### config.mk
export PLATFORM = sky130hd
export DESIGN_NAME = clipped_span_fill_engine
export DESIGN_NICKNAME = d
export VERILOG_FILES = /design/src/rtl/cse_pkg.sv /design/src/rtl/cse_seq.sv /design/src/rtl/cse_geom.sv /design/src/rtl/cse_sqrt.sv /design/src/rtl/cse_emit.sv /design/src/rtl/clipped_span_fill_engine.sv
export SDC_FILE = /design/constraint.sdc
export NUM_CORES = 2
export LEC_CHECK = 0
export BUFFER_PORTS_ARGS = -buffer_cell sky130_fd_sc_hd__buf_4
export CELL_PAD_IN_SITES_DETAIL_PLACEMENT = 1
export CELL_PAD_IN_SITES_GLOBAL_PLACEMENT = 1
export CORE_ASPECT_RATIO = 0.5
export CORE_MARGIN = 2
export CORE_UTILIZATION = 32
export CTS_CLUSTER_SIZE = 8
export DETAILED_ROUTE_END_ITERATION = 8
export GPL_ROUTABILITY_DRIVEN = 0
export HOLD_SLACK_MARGIN = 0.12
export PLACE_DENSITY = 0.64
export SLEW_MARGIN = 20
export SYNTH_ARGS = -nofsm -noshare
export SYNTH_HDL_FRONTEND = slang
export SYNTH_SLANG_ARGS = --single-unit
### constraint.sdc
create_clock -name clock -period 193.5 [get_ports clock]
set_input_delay 19.35 -clock clock [delete_from_list [all_inputs] [get_ports clock]]
set_output_delay 19.35 -clock clock [all_outputs]
set_load 0.01 [all_outputs]
### src/rtl/cse_pkg.sv
// ----------------------------------------------------------------------------
// cse_pkg
// Shared types and constants of the clipped span fill engine.
// ----------------------------------------------------------------------------
package cse_pkg;

   typedef enum logic [2:0] {
      CMD_RECT   = 3'd0,
      CMD_HLINE  = 3'd1,
      CMD_VLINE  = 3'd2,
      CMD_CIRCLE = 3'd3,
      CMD_CLEAR  = 3'd4
   } cmd_type;

   typedef enum logic [1:0] {
      REG_WIDTH  = 2'd0,
      REG_HEIGHT = 2'd1,
      REG_STRIDE = 2'd2
   } reg_type;

   localparam int RootW = 12;
   localparam int SqW   = 24;

   // One row slot issued by the sequencer.
   typedef struct packed {
      logic               valid;
      logic               fin;
      cmd_type            cmd;
      logic [23:0]        color;
      logic signed [12:0] xf;
      logic signed [12:0] yf;
      logic signed [12:0] xl;
      logic signed [12:0] yl;
      logic [6:0]         half;
      logic [11:0]        radius;
      logic [5:0]         py;
   } slot_type;

   // Row geometry travelling down the pipeline.
   typedef struct packed {
      logic               valid;
      logic               fin;
      logic               circ;
      logic               on;
      logic signed [14:0] lo;
      logic signed [14:0] hi;
      logic signed [12:0] xf;
      logic [23:0]        color;
      logic [5:0]         py;
   } meta_type;

   typedef struct packed {
      logic [5:0]  row;
      logic [6:0]  span_start;
      logic [6:0]  span_end;
      logic [23:0] fill_color;
      logic [17:0] byte_address;
   } span_type;

endpackage

### src/rtl/cse_seq.sv
// ----------------------------------------------------------------------------
// cse_seq
// Row sequencer: holds one command and issues one slot per visible row,
// followed by an end-of-command slot.
// ----------------------------------------------------------------------------
module cse_seq (
   input  logic              clock,
   input  logic              reset,
   input  logic              adv,
   input  logic              req_valid,
   output logic              req_ready,
   input  cse_pkg::cmd_type  cmd,
   input  logic [23:0]       color,
   input  logic signed [12:0] x_first,
   input  logic signed [12:0] y_first,
   input  logic signed [12:0] x_last,
   input  logic signed [12:0] y_last,
   input  logic [7:0]        thickness,
   input  logic [11:0]       radius,
   input  logic [6:0]        h_eff,
   output cse_pkg::slot_type slot
);

   logic              busy_ff, busy_in;
   logic [6:0]        row_ff, row_in;
   cse_pkg::slot_type hold_ff, hold_in;
   cse_pkg::slot_type slot_ff, slot_in;

   assign req_ready = !busy_ff;
   assign slot      = slot_ff;

   always_comb begin
      busy_in = busy_ff;
      row_in  = row_ff;
      hold_in = hold_ff;
      slot_in = slot_ff;
      if (!busy_ff && req_valid) begin
         busy_in        = 1'b1;
         row_in         = 7'd0;
         hold_in.cmd    = cmd;
         hold_in.color  = color;
         hold_in.xf     = x_first;
         hold_in.yf     = y_first;
         hold_in.xl     = x_last;
         hold_in.yl     = y_last;
         hold_in.half   = thickness[7:1];
         hold_in.radius = radius;
      end
      if (adv) begin
         slot_in       = hold_ff;
         slot_in.valid = busy_ff;
         slot_in.fin   = row_ff >= h_eff;
         slot_in.py    = row_ff[5:0];
         if (busy_ff) begin
            if (row_ff >= h_eff) begin
               busy_in = 1'b0;
            end else begin
               row_in = row_ff + 7'd1;
            end
         end
      end
   end

   always_ff @(posedge clock) begin
      if (reset) begin
         busy_ff       <= 1'b0;
         row_ff        <= 7'd0;
         slot_ff.valid <= 1'b0;
      end else begin
         busy_ff <= busy_in;
         row_ff  <= row_in;
         slot_ff <= slot_in;
      end
      hold_ff <= hold_in;
   end

endmodule

### src/rtl/cse_geom.sv
// ----------------------------------------------------------------------------
// cse_geom
// Row coverage and span bounds per command, then the two squares that the
// circle needs (radius squared and row offset squared).
// ----------------------------------------------------------------------------
module cse_geom (
   input  logic              clock,
   input  logic              reset,
   input  logic              adv,
   input  cse_pkg::slot_type slot,
   output cse_pkg::meta_type meta,
   output logic [23:0]       r2,
   output logic [23:0]       dy2
);

   cse_pkg::meta_type  a_ff, a_in;
   logic [11:0]        mag_ff, mag_in;
   logic [11:0]        rad_ff;
   cse_pkg::meta_type  b_ff;
   logic [23:0]        r2_ff, dy2_ff;
   logic signed [14:0] py, xf, yf, xl, yl, half, rad, dy, ady;

   always_comb begin
      py   = $signed({9'b0, slot.py});
      xf   = {{2{slot.xf[12]}}, slot.xf};
      yf   = {{2{slot.yf[12]}}, slot.yf};
      xl   = {{2{slot.xl[12]}}, slot.xl};
      yl   = {{2{slot.yl[12]}}, slot.yl};
      half = $signed({8'b0, slot.half});
      rad  = $signed({3'b0, slot.radius});
      dy   = py - yf;
      ady  = dy[14] ? -dy : dy;
      a_in       = '0;
      a_in.valid = slot.valid;
      a_in.fin   = slot.fin;
      a_in.xf    = slot.xf;
      a_in.color = slot.color;
      a_in.py    = slot.py;
      mag_in     = 12'd0;
      case (slot.cmd)
         cse_pkg::CMD_RECT: begin
            a_in.on = (py >= yf) && (py <= yl);
            a_in.lo = xf;
            a_in.hi = xl;
         end
         cse_pkg::CMD_HLINE: begin
            a_in.on = (py >= yf - half) && (py <= yf + half);
            a_in.lo = xf;
            a_in.hi = xl;
         end
         cse_pkg::CMD_VLINE: begin
            a_in.on = (py >= yf) && (py <= yl);
            a_in.lo = xf - half;
            a_in.hi = xf + half;
         end
         cse_pkg::CMD_CIRCLE: begin
            a_in.circ = 1'b1;
            a_in.on   = (dy >= -rad) && (dy < rad);
            mag_in    = a_in.on ? ady[11:0] : 12'd0;
         end
         cse_pkg::CMD_CLEAR: begin
            // Right end is pulled to the canvas edge by the clip stage.
            a_in.on = 1'b1;
            a_in.lo = 15'sd0;
            a_in.hi = 15'sd16383;
         end
         default: a_in.on = 1'b0;
      endcase
   end

   always_ff @(posedge clock) begin
      if (reset) begin
         a_ff.valid <= 1'b0;
         b_ff.valid <= 1'b0;
      end else if (adv) begin
         a_ff <= a_in;
         b_ff <= a_ff;
      end
      if (adv) begin
         mag_ff <= mag_in;
         rad_ff <= slot.radius;
         r2_ff  <= rad_ff * rad_ff;
         dy2_ff <= mag_ff * mag_ff;
      end
   end

   assign meta = b_ff;
   assign r2   = r2_ff;
   assign dy2  = dy2_ff;

endmodule

### src/rtl/cse_sqrt.sv
// ----------------------------------------------------------------------------
// cse_sqrt
// Pipelined rounded square root, one result bit per stage, carrying the
// row geometry alongside.
// ----------------------------------------------------------------------------
module cse_sqrt (
   input  logic              clock,
   input  logic              reset,
   input  logic              adv,
   input  cse_pkg::meta_type meta_in,
   input  logic [23:0]       r2,
   input  logic [23:0]       dy2,
   output cse_pkg::meta_type meta_out,
   output logic [12:0]       dx
);

   localparam int N = cse_pkg::RootW;

   typedef struct packed {
      cse_pkg::meta_type       meta;
      logic [cse_pkg::SqW-1:0] v;
      logic [N-1:0]            s;
      logic [cse_pkg::SqW:0]   sq;
   } root_type;

   root_type          st_ff [0:N];
   cse_pkg::meta_type out_ff;
   logic [12:0]       dx_ff, dx_in;
   logic [23:0]       rem;

   always_ff @(posedge clock) begin
      if (reset) begin
         st_ff[0].meta.valid <= 1'b0;
      end else if (adv) begin
         st_ff[0].meta <= meta_in;
      end
      if (adv) begin
         st_ff[0].v  <= r2 - dy2;
         st_ff[0].s  <= '0;
         st_ff[0].sq <= '0;
      end
   end

   for (genvar k = 0; k < N; k++) begin : g_bit
      localparam int B = N - 1 - k;
      logic [cse_pkg::SqW:0] t_sq;
      root_type              nx;
      always_comb begin
         t_sq = st_ff[k].sq + ({13'b0, st_ff[k].s} << (B + 1))
                + ((cse_pkg::SqW+1)'(1) << (2 * B));
         nx   = st_ff[k];
         if (t_sq <= {1'b0, st_ff[k].v}) begin
            nx.s[B] = 1'b1;
            nx.sq   = t_sq;
         end
      end
      always_ff @(posedge clock) begin
         if (reset) begin
            st_ff[k+1].meta.valid <= 1'b0;
         end else if (adv) begin
            st_ff[k+1] <= nx;
         end
      end
   end

   always_comb begin
      rem   = st_ff[N].v - st_ff[N].sq[23:0];
      dx_in = {1'b0, st_ff[N].s};
      if (rem > {12'b0, st_ff[N].s}) begin
         dx_in = dx_in + 13'd1;
      end
   end

   always_ff @(posedge clock) begin
      if (reset) begin
         out_ff.valid <= 1'b0;
      end else if (adv) begin
         out_ff <= st_ff[N].meta;
      end
      if (adv) begin
         dx_ff <= dx_in;
      end
   end

   assign meta_out = out_ff;
   assign dx       = dx_ff;

endmodule

### src/rtl/cse_emit.sv
// ----------------------------------------------------------------------------
// cse_emit
// Clips each row to the canvas, forms the byte address and holds one span
// back so that the final span of a command can carry its last flag.
// ----------------------------------------------------------------------------
module cse_emit (
   input  logic               clock,
   input  logic               reset,
   input  logic               adv,
   input  cse_pkg::meta_type  meta,
   input  logic [12:0]        dx,
   input  logic signed [14:0] wm1,
   input  logic [12:0]        stride,
   output logic               out_valid,
   output cse_pkg::span_type  out_span,
   output logic               out_last
);

   typedef struct packed {
      logic              keep;
      logic              fin;
      cse_pkg::span_type span;
   } clip_type;

   clip_type           c_ff, c_in, d_ff, d_in;
   cse_pkg::span_type  pend_ff, out_ff;
   logic               pend_v_ff, pend_v_in, out_v_ff, out_v_in, last_ff;
   logic signed [14:0] xf, dxs, lo, hi, loc, hic;

   always_comb begin
      xf  = {{2{meta.xf[12]}}, meta.xf};
      dxs = $signed({2'b0, dx});
      lo  = meta.circ ? xf - dxs : meta.lo;
      hi  = meta.circ ? xf + dxs - 15'sd1 : meta.hi;
      loc = lo[14] ? 15'sd0 : lo;
      hic = (hi > wm1) ? wm1 : hi;
      c_in                 = '0;
      c_in.keep            = meta.valid && !meta.fin && meta.on && (loc <= hic);
      c_in.fin             = meta.valid && meta.fin;
      c_in.span.row        = meta.py;
      c_in.span.span_start = loc[6:0];
      c_in.span.span_end   = hic[6:0];
      c_in.span.fill_color = meta.color;
   end

   // Address stage and the hold-back decision.
   always_comb begin
      d_in                   = c_ff;
      d_in.span.byte_address = 18'({11'b0, c_ff.span.span_start} * 18'd3
                                   + c_ff.span.row * stride);
      out_v_in  = 1'b0;
      pend_v_in = pend_v_ff;
      if (d_ff.fin) begin
         out_v_in  = pend_v_ff;
         pend_v_in = 1'b0;
      end else if (d_ff.keep) begin
         out_v_in  = pend_v_ff;
         pend_v_in = 1'b1;
      end
   end

   always_ff @(posedge clock) begin
      if (reset) begin
         c_ff.keep <= 1'b0;
         c_ff.fin  <= 1'b0;
         d_ff.keep <= 1'b0;
         d_ff.fin  <= 1'b0;
         pend_v_ff <= 1'b0;
         out_v_ff  <= 1'b0;
      end else if (adv) begin
         c_ff      <= c_in;
         d_ff      <= d_in;
         out_v_ff  <= out_v_in;
         pend_v_ff <= pend_v_in;
      end
      if (adv && (d_ff.fin || d_ff.keep)) begin
         out_ff  <= pend_ff;
         last_ff <= d_ff.fin;
         if (d_ff.keep) begin
            pend_ff <= d_ff.span;
         end
      end
   end

   assign out_valid = out_v_ff;
   assign out_span  = out_ff;
   assign out_last  = last_ff;

endmodule

### src/rtl/clipped_span_fill_engine.sv
// ----------------------------------------------------------------------------
// clipped_span_fill_engine
// Turns draw commands into clipped horizontal spans, at most one per row.
// ----------------------------------------------------------------------------
// A draw request (rectangle, thick horizontal or vertical line, filled circle
// or clear) enters on the req_ stream; its spans leave on the rsp_ stream in
// increasing row order, with tlast on the final span of each request. A
// request that covers no visible row gives no span at all.
// The sequencer walks the visible rows, one row per cycle while the pipeline
// advances, and adds one slot to close the request; it takes no new request
// during that walk, and the next request is taken as soon as that walk
// ends, while the rows of the previous one are still in flight.
// Each row passes a two-stage geometry unit, a rounded square root with one
// result bit per stage, a clip stage, an address stage and a one-span
// hold-back buffer: the first span is offered once the next row that gives a
// span, or the closing slot, reaches the buffer.
// The csr_ port writes canvas_width, canvas_height and row_stride (indexes
// 0 to 2) and is always ready; writes belong to idle periods.
// Reset empties the pipeline and restores 128 x 64 pixels and 384 bytes per
// row. When the receiver holds rsp_tready low while a span is offered, the
// whole pipeline and the row walk freeze in place and resume without loss.
// ----------------------------------------------------------------------------
module clipped_span_fill_engine #(
   parameter int MAX_WIDTH  = 128,
   parameter int MAX_HEIGHT = 64
) (
   input  logic        clock,
   input  logic        reset,
   input  logic        req_tvalid,
   output logic        req_tready,
   // color[23:0], x_first[36:24], y_first[49:37], x_last[62:50],
   // y_last[75:63], thickness[83:76], radius[95:84]
   input  logic [95:0] req_tdata,
   // cmd[2:0]
   input  logic [2:0]  req_tuser,
   output logic        rsp_tvalid,
   input  logic        rsp_tready,
   // row[5:0], span_start[12:6], span_end[19:13], fill_color[43:20],
   // byte_address[61:44], zero[63:62]
   output logic [63:0] rsp_tdata,
   output logic        rsp_tlast,
   input  logic        csr_valid,
   output logic        csr_ready,
   input  logic [1:0]  csr_index,
   input  logic [12:0] csr_data
);

   logic [7:0]         width_ff;
   logic [6:0]         height_ff;
   logic [12:0]        stride_ff;
   logic [12:0]        w_eff;
   logic [6:0]         h_eff;
   logic signed [14:0] wm1;
   logic               adv;
   cse_pkg::slot_type  slot;
   cse_pkg::meta_type  geo_meta, root_meta;
   logic [23:0]        r2, dy2;
   logic [12:0]        dx;
   cse_pkg::span_type  span;

   assign csr_ready = 1'b1;

   // Configuration registers; unknown indexes are ignored.
   always_ff @(posedge clock) begin
      if (reset) begin
         width_ff  <= 8'd128;
         height_ff <= 7'd64;
         stride_ff <= 13'd384;
      end else if (csr_valid) begin
         unique case (cse_pkg::reg_type'(csr_index))
            cse_pkg::REG_WIDTH:  width_ff  <= csr_data[7:0];
            cse_pkg::REG_HEIGHT: height_ff <= csr_data[6:0];
            cse_pkg::REG_STRIDE: stride_ff <= csr_data;
            default: ;
         endcase
      end
   end

   // Effective canvas, limited to the build-time maximum.
   assign w_eff = ({5'b0, width_ff} < 13'(MAX_WIDTH)) ? {5'b0, width_ff} : 13'(MAX_WIDTH);
   assign h_eff = (height_ff < 7'(MAX_HEIGHT)) ? height_ff : 7'(MAX_HEIGHT);
   assign wm1   = $signed({2'b0, w_eff}) - 15'sd1;

   // The whole pipeline moves together whenever the output register is free.
   assign adv = !rsp_tvalid || rsp_tready;

   cse_seq u_seq (
      .clock     (clock),
      .reset     (reset),
      .adv       (adv),
      .req_valid (req_tvalid),
      .req_ready (req_tready),
      .cmd       (cse_pkg::cmd_type'(req_tuser)),
      .color     (req_tdata[23:0]),
      .x_first   (req_tdata[36:24]),
      .y_first   (req_tdata[49:37]),
      .x_last    (req_tdata[62:50]),
      .y_last    (req_tdata[75:63]),
      .thickness (req_tdata[83:76]),
      .radius    (req_tdata[95:84]),
      .h_eff     (h_eff),
      .slot      (slot)
   );

   cse_geom u_geom (
      .clock (clock),
      .reset (reset),
      .adv   (adv),
      .slot  (slot),
      .meta  (geo_meta),
      .r2    (r2),
      .dy2   (dy2)
   );

   cse_sqrt u_sqrt (
      .clock    (clock),
      .reset    (reset),
      .adv      (adv),
      .meta_in  (geo_meta),
      .r2       (r2),
      .dy2      (dy2),
      .meta_out (root_meta),
      .dx       (dx)
   );

   cse_emit u_emit (
      .clock     (clock),
      .reset     (reset),
      .adv       (adv),
      .meta      (root_meta),
      .dx        (dx),
      .wm1       (wm1),
      .stride    (stride_ff),
      .out_valid (rsp_tvalid),
      .out_span  (span),
      .out_last  (rsp_tlast)
   );

   assign rsp_tdata = {2'b00, span.byte_address, span.fill_color, span.span_end,
                       span.span_start, span.row};

`ifndef SYNTH
   // A delivered span is never empty.
   a_span_order: assert property (@(posedge clock) disable iff (reset)
      rsp_tvalid |-> (span.span_start <= span.span_end))
      else $error("span start beyond span end");

   // Spans stay inside the visible canvas.
   a_span_col: assert property (@(posedge clock) disable iff (reset)
      rsp_tvalid |-> ({6'b0, span.span_end} < w_eff))
      else $error("span end outside canvas");

   a_span_row: assert property (@(posedge clock) disable iff (reset)
      rsp_tvalid |-> ({1'b0, span.row} < h_eff))
      else $error("span row outside canvas");
`endif

endmodule

# Word level (Yosys, flattened, before mapping)
# Memory sizes are Yosys's and may differ from the RTL's.
# Index checks and enable logic that the tools add are counted.
dict set report totals {
  register_bits 793
  latchBits 0
  ram_bits 1794
  romBits 0
  input_bits 119
  memories 1
}
dict set report op_classes {
  n_addsub 40
  multipliers 4
  n_div 0
  n_lt_le_gt_ge 24
  n_eq_ne 6
  shift 0
  n_mux 65
  bitwise_logic 14
  n_reduce_logical 26
}
# name words word_bits rd rd_ports_with_merged_regs write_ports line_no
set memory_table {}
lappend memory_table {u_sqrt.st_ff 13 138 13 0 13 cse_sqrt.sv:26} ;# root_type st_ff [0:N];
# cell count
set ops {}
lappend ops {{$le 25x24->1} 12}
lappend ops {{$mux 25} 11}
lappend ops {{$pmux 30 s3} 1}
lappend ops {{$mul 12x12->24} 2}
lappend ops {{$sub 24x24->24} 2}
lappend ops {{$mux 15} 3}
lappend ops {{$mux 1} 39}
lappend ops {{$mux 7} 5}
lappend ops {{$add 13x8->14} 2}
lappend ops {{$sub 13x8->14} 2}
lappend ops {{$mux 26} 1}
lappend ops {{$add 25x1->25 const B} 1}
lappend ops {{$add 25x11->25 const B} 1}
lappend ops {{$add 25x13->25} 1}
lappend ops {{$add 25x13->25 const B} 1}
lappend ops {{$add 25x14->25} 1}
lappend ops {{$add 25x15->25} 1}
lappend ops {{$add 25x15->25 const B} 1}
lappend ops {{$add 25x16->25} 1}
lappend ops {{$add 25x17->25} 1}
lappend ops {{$add 25x17->25 const B} 1}
lappend ops {{$add 25x18->25} 1}
lappend ops {{$add 25x19->25} 1}
lappend ops {{$add 25x19->25 const B} 1}
lappend ops {{other kinds (54)} 86}

# Longest topological paths before layout
dict set report logic_depth {
  depth_word 7
  mapped_depth 37
}

# Modules after synthesis
# A second synthesis with hierarchy kept.
dict set report hier_totals {
  hier_cells 6334
  hier_area_um2 99157.6
}
# module instances cells_per_inst area_per_inst_um2 seq_area_each_um2
set modules_own_cells {}
lappend modules_own_cells {cse_sqrt 1 3239 60017.6 48756.8}
lappend modules_own_cells {cse_geom 1 1731 18604.1 6646.4}
lappend modules_own_cells {cse_emit 1 945 12579.6 7056.8}
lappend modules_own_cells {cse_seq 1 278 6741.5 6276.0}
lappend modules_own_cells {clipped_span_fill_engine 1 141 1214.9 560.5}

# Least setup slack after synthesis
# OpenSTA, ideal clock, no wires.
dict set report synth_timing {
  kind {input-to-reg}
  from {in reset}
  to {reg u_emit.c_ff[18] in the netlist's numbering (enable)}
  arrival_ns 99.164
  required_time_ns 189.220
  slack_ns 90.056
  path_stages 3
  path_buffers 2
  cell_sequence {clkbuf_1 > clkbuf_1 > nor2_1}
}
dict set report synth_via {
  elab_chain_cells 2
}
# element line_no
set synth_lines {}
lappend synth_lines {{from (decl)} clipped_span_fill_engine.sv:28} ;# input logic reset,
lappend synth_lines {{$not 1->1 (no line)} n/a}
lappend synth_lines {{$reduce_and 2->1 (no line)} n/a}
lappend synth_lines {{to (signal assigned)} cse_emit.sv:71} ;# c_ff <= c_in;
lappend synth_lines {{to (decl)} cse_emit.sv:25} ;# clip_type c_ff, c_in, d_ff, d_in;
# No other way between the ends.
# A chain may end at the register's enable or synchronous reset.

==> results.py <==
metrics = {
    "clock_network": {
        "root_buffer": "clkbuf_16",
        "clockBufferDepth": 4,
        "ctsResizeCount": 0,
        "post_cts_buffers": 0,
        "clock_latency_ns": 0.81,
        "cts_buffers": 331,
        "cts.sinks": 2309,
        "cts_tree": "done",
        "cts_max_level": 5,
        "cts.clk_slew.worst_paths_ns": 0.04,
        "cts_hold_buf": 0,
    },
    "finish": {
        "final_util_pct": 37.2,
        "fin_nets": 7525,
        "n_antenna_cell": 0,
        "seqCellArea_um2": 68900,
        "multi_input_area_um2": 26200,
        "area_delta_synth_final_pct": 15.6,
        "drive_gt1_share_pct": 10.1,
        "fillCellCount": 31000,
    },
    "worst_setup_path": {
        "r2r-end": "u_emit.c_ff[63]",
        "slowest_delay_ns": 0.84,
        "crit_required_ns": 193.93,
        "cp.depth": 6,
        "crit_end": "u_sqrt.st_ff[1][55]",
        "r2r_cells": 33,
        "reg2reg_slack_ns": 186.11,
        "crit_path_end_kind": "flop",
        "crit_buf_inv": 5,
        "critPathLaunch": "reset",
        "worstPathArrival_ns": 23.15,
        "slowest_stage": "buf_4",
        "crit_top_cell": "buf_4",
        "path_class": "in2reg",
        "reg2reg_from": "u_sqrt.meta_out[31]",
        "cp_cell_sequence": "buf_4 -> nor2_4 -> buf_4 -> buf_4 -> buf_12 -> buf_16",
        "crit_family": "buffers and inverters",
        "cp-start-kind": "input port",
        "cp_max_fo": 116,
    },
    "synthesis": {
        "yosysMostFrequentCell": "edfxtp_1",
        "synth.area.top_cells": "edfxtp_1 (70%), ha_1 (7.0%), fa_1 (4.5%)",
        "yosys.area.top_type": "edfxtp_1",
        "synth_edf_count": 2263,
        "yosysWarnings": 0,
        "syn_inst": 6179,
        "synth-seq-cells": 2309,
        "syn_area_um2": 97700,
        "post_synth_num_cell_types": 95,
        "synth_flop_cell": "edfxtp_1",
        "ys_seq_area_share_pct": 70.5,
        "async_reset_ff_share_pct": 0,
        "synth.avg_cell_area_um2": 15.8,
        "synth_top_area_share_pct": 69.5,
        "ys_top_cells_by_count": "edfxtp_1 (2263), inv_1 (594), ha_1 (543), nand2_1 (320), nor2_1 (260)",
    },
    "routing": {
        "drt-total-wl_um": 182000,
        "post_drt_via_cell_ratio": 4.47,
        "drc": 0,
        "num_vias": 48100,
        "routedWlPerCell_um": 16.9,
        "antenna_left": 0,
        "drt_iter0_markers": 2617,
        "dr.pass1.iters": 5,
    },
    "timing": {
        "hold_viol_final": 0,
        "fmaxAchievable_mhz": 44.0,
        "slew_headroom_pct": 27.5,
        "whs_ns": 0.391,
        "setup_violations": 0,
        "slew_viol_final": 0,
        "finalCritPeriodShare_pct": 11.7,
        "final.setup_skew_ns": 0.0605,
        "period_minus_slack_ns": 22.72,
        "tns_ns": 0,
        "rsz0062_at_grt": "false",
        "worst_pin_slew_ns": 1.09,
    },
    "min_path": {
        "hold_class": "reg2reg",
    },
    "global_route": {
        "track_usage_pct": 11.5,
        "grt_pass1_wl_um": 287000,
        "antenna_found_initial": 4,
        "grt_pass1_vias": 52200,
        "overflow": 0,
        "grt_start_max_net_pins": 221,
    },
    "placement": {
        "hpwl_um": 128000,
        "io_buffers": 182,
    },
    "floorplanning": {
        "start_util_pct": 32.2,
        "core_area_um2": 304000,
        "die_y_um": 395,
        "num_io_pins": 187,
        "die_x_um": 786,
        "dieArea_um2": 310000,
        "rows": 143,
    },
    "run": {
        "cap_violations": 0,
    },
    "power": {
        "power_density_nw_per_um2": 11.9,
        "total_power_w": 0.00134,
        "max-vdd-ir-drop_mv": 0.00725,
        "leakage_nw": 43.1,
    },
    "status": {
        "outcome": "completed",
    },
}
-- layer usage --
layer	share of wire, %	track usage (%)
met5	0	0
met4	3.1	4.06
met3	3.0	1.77
met2	48	19.7
met1	46	14.9
-- final cells by class --
class | count | share of cell area, %
clock buffer | 367 | 7.54
clock inverter | 19 | 0.235
inverter | 598 | 1.99
multi-input combinational | 3174 | 23.2
sequential | 2309 | 60.9
tap | 4060 | 4.49
timing repair buffer | 227 | 1.60
-- per-stage QoR --
step,area [µm²],cells,setup slack [ns]
finish,113000,10800,170.78
global route,113000,10800,170.41
CTS,113000,10800,170.73
detailed placement,104000,10400,169.85
global placement,104000,10400,169.89
floorplan,97700,6181,90.06
-- power breakdown --
part	switching [W]	total [W]	internal [W]
logic	0.000119	0.000211	0.0000919
clock network	0.000193	0.000500	0.000307
registers	0.0000225	0.000628	0.000606
total	0.000334	0.00134	0.00101
-- worst register-to-register path: cells and delay by family, from the launching register on --
| kind | cells | cell delay, ns |
|---|---|---|
| flip-flops | 1 | 0.41 |
| buffers and inverters | 3 | 0.23 |
| adder cells (fa/ha/maj) | 6 | 1.95 |
| AO/OA/AOI/OAI | 15 | 3.00 |
| AND/OR/NAND/NOR | 6 | 1.07 |
| multiplexers | 2 | 0.57 |
| XOR/XNOR | 1 | 0.11 |
-- sequential cells by signal, indices dropped and copies added (netlist names), 8 cells and up --
name / flops
u_sqrt.meta_out: 76
u_geom.dy2: 23
u_seq.slot: 106
u_geom.meta: 76
width_ff: 8
u_emit.c_ff: 46
u_emit.d_ff: 64
u_emit.pend_ff: 62
u_sqrt.dx: 13
u_geom.mag_ff: 12
u_geom.r2: 23
stride_ff: 13
u_sqrt.st_ff: 1521
u_emit.out_span: 62
u_geom.rad_ff: 12
u_geom.a_ff: 76
u_seq.hold_ff: 98
-- kinds of logic after synthesis --
kind of cell             synth area share (%)
AND/OR/NAND/NOR                          6.47
flip-flops                               70.5
adder cells (fa/ha/maj)                  11.5
other                                 0.00768
multiplexers                            0.855
AO/OA/AOI/OAI                            4.79
XOR/XNOR                                 3.18
buffers and inverters                    2.72
-- worst min path at each step --
stage	start	to	slack (ns)	cells after the start
finish	u_sqrt.st_ff[3][98]	u_sqrt.st_ff[4][98]	0.39	0
global route	u_sqrt.st_ff[4][131]	u_sqrt.st_ff[5][131]	0.39	0
CTS	u_sqrt.st_ff[3][98]	u_sqrt.st_ff[4][98]	0.38	0
detailed placement	u_emit.c_ff[44]	u_emit.d_ff[44]	0.41	0
global placement	u_sqrt.st_ff[9][70]	u_sqrt.st_ff[10][70]	0.40	0
floorplan	u_sqrt.meta_out[6]	u_emit.c_ff[18]	0.40	0
-- cells in the final DEF, fill, tap and decap left out, drive strengths merged, types with 12 or more instances in the layout --
| master | netlist | routed |
|---|---|---|
| a211oi | 32 | 32 |
| a21boi | 16 | 16 |
| a21o | 100 | 100 |
| a21oi | 221 | 221 |
| a31oi | 26 | 26 |
| and2 | 157 | 157 |
| and3 | 46 | 46 |
| buf | 17 | 227 |
| clkbuf | 83 | 367 |
| dfxtp | 46 | 46 |
| edfxtp | 2263 | 2263 |
| fa | 222 | 222 |
| ha | 543 | 543 |
| inv | 596 | 605 |
| mux2 | 44 | 44 |
| mux2i | 34 | 34 |
| nand2 | 320 | 320 |
| nand2b | 47 | 47 |
| nand3 | 86 | 86 |
| nand4 | 57 | 57 |
| nor2 | 260 | 260 |
| nor2b | 74 | 74 |
| nor3 | 87 | 87 |
| nor4 | 33 | 33 |
| o21a | 50 | 50 |
| o21ai | 136 | 136 |
| o21bai | 30 | 30 |
| o31ai | 17 | 17 |
| o41ai | 12 | 12 |
| or2 | 19 | 19 |
| xnor2 | 238 | 238 |
| xor2 | 117 | 117 |
Power figures use the tool's default switching activity.
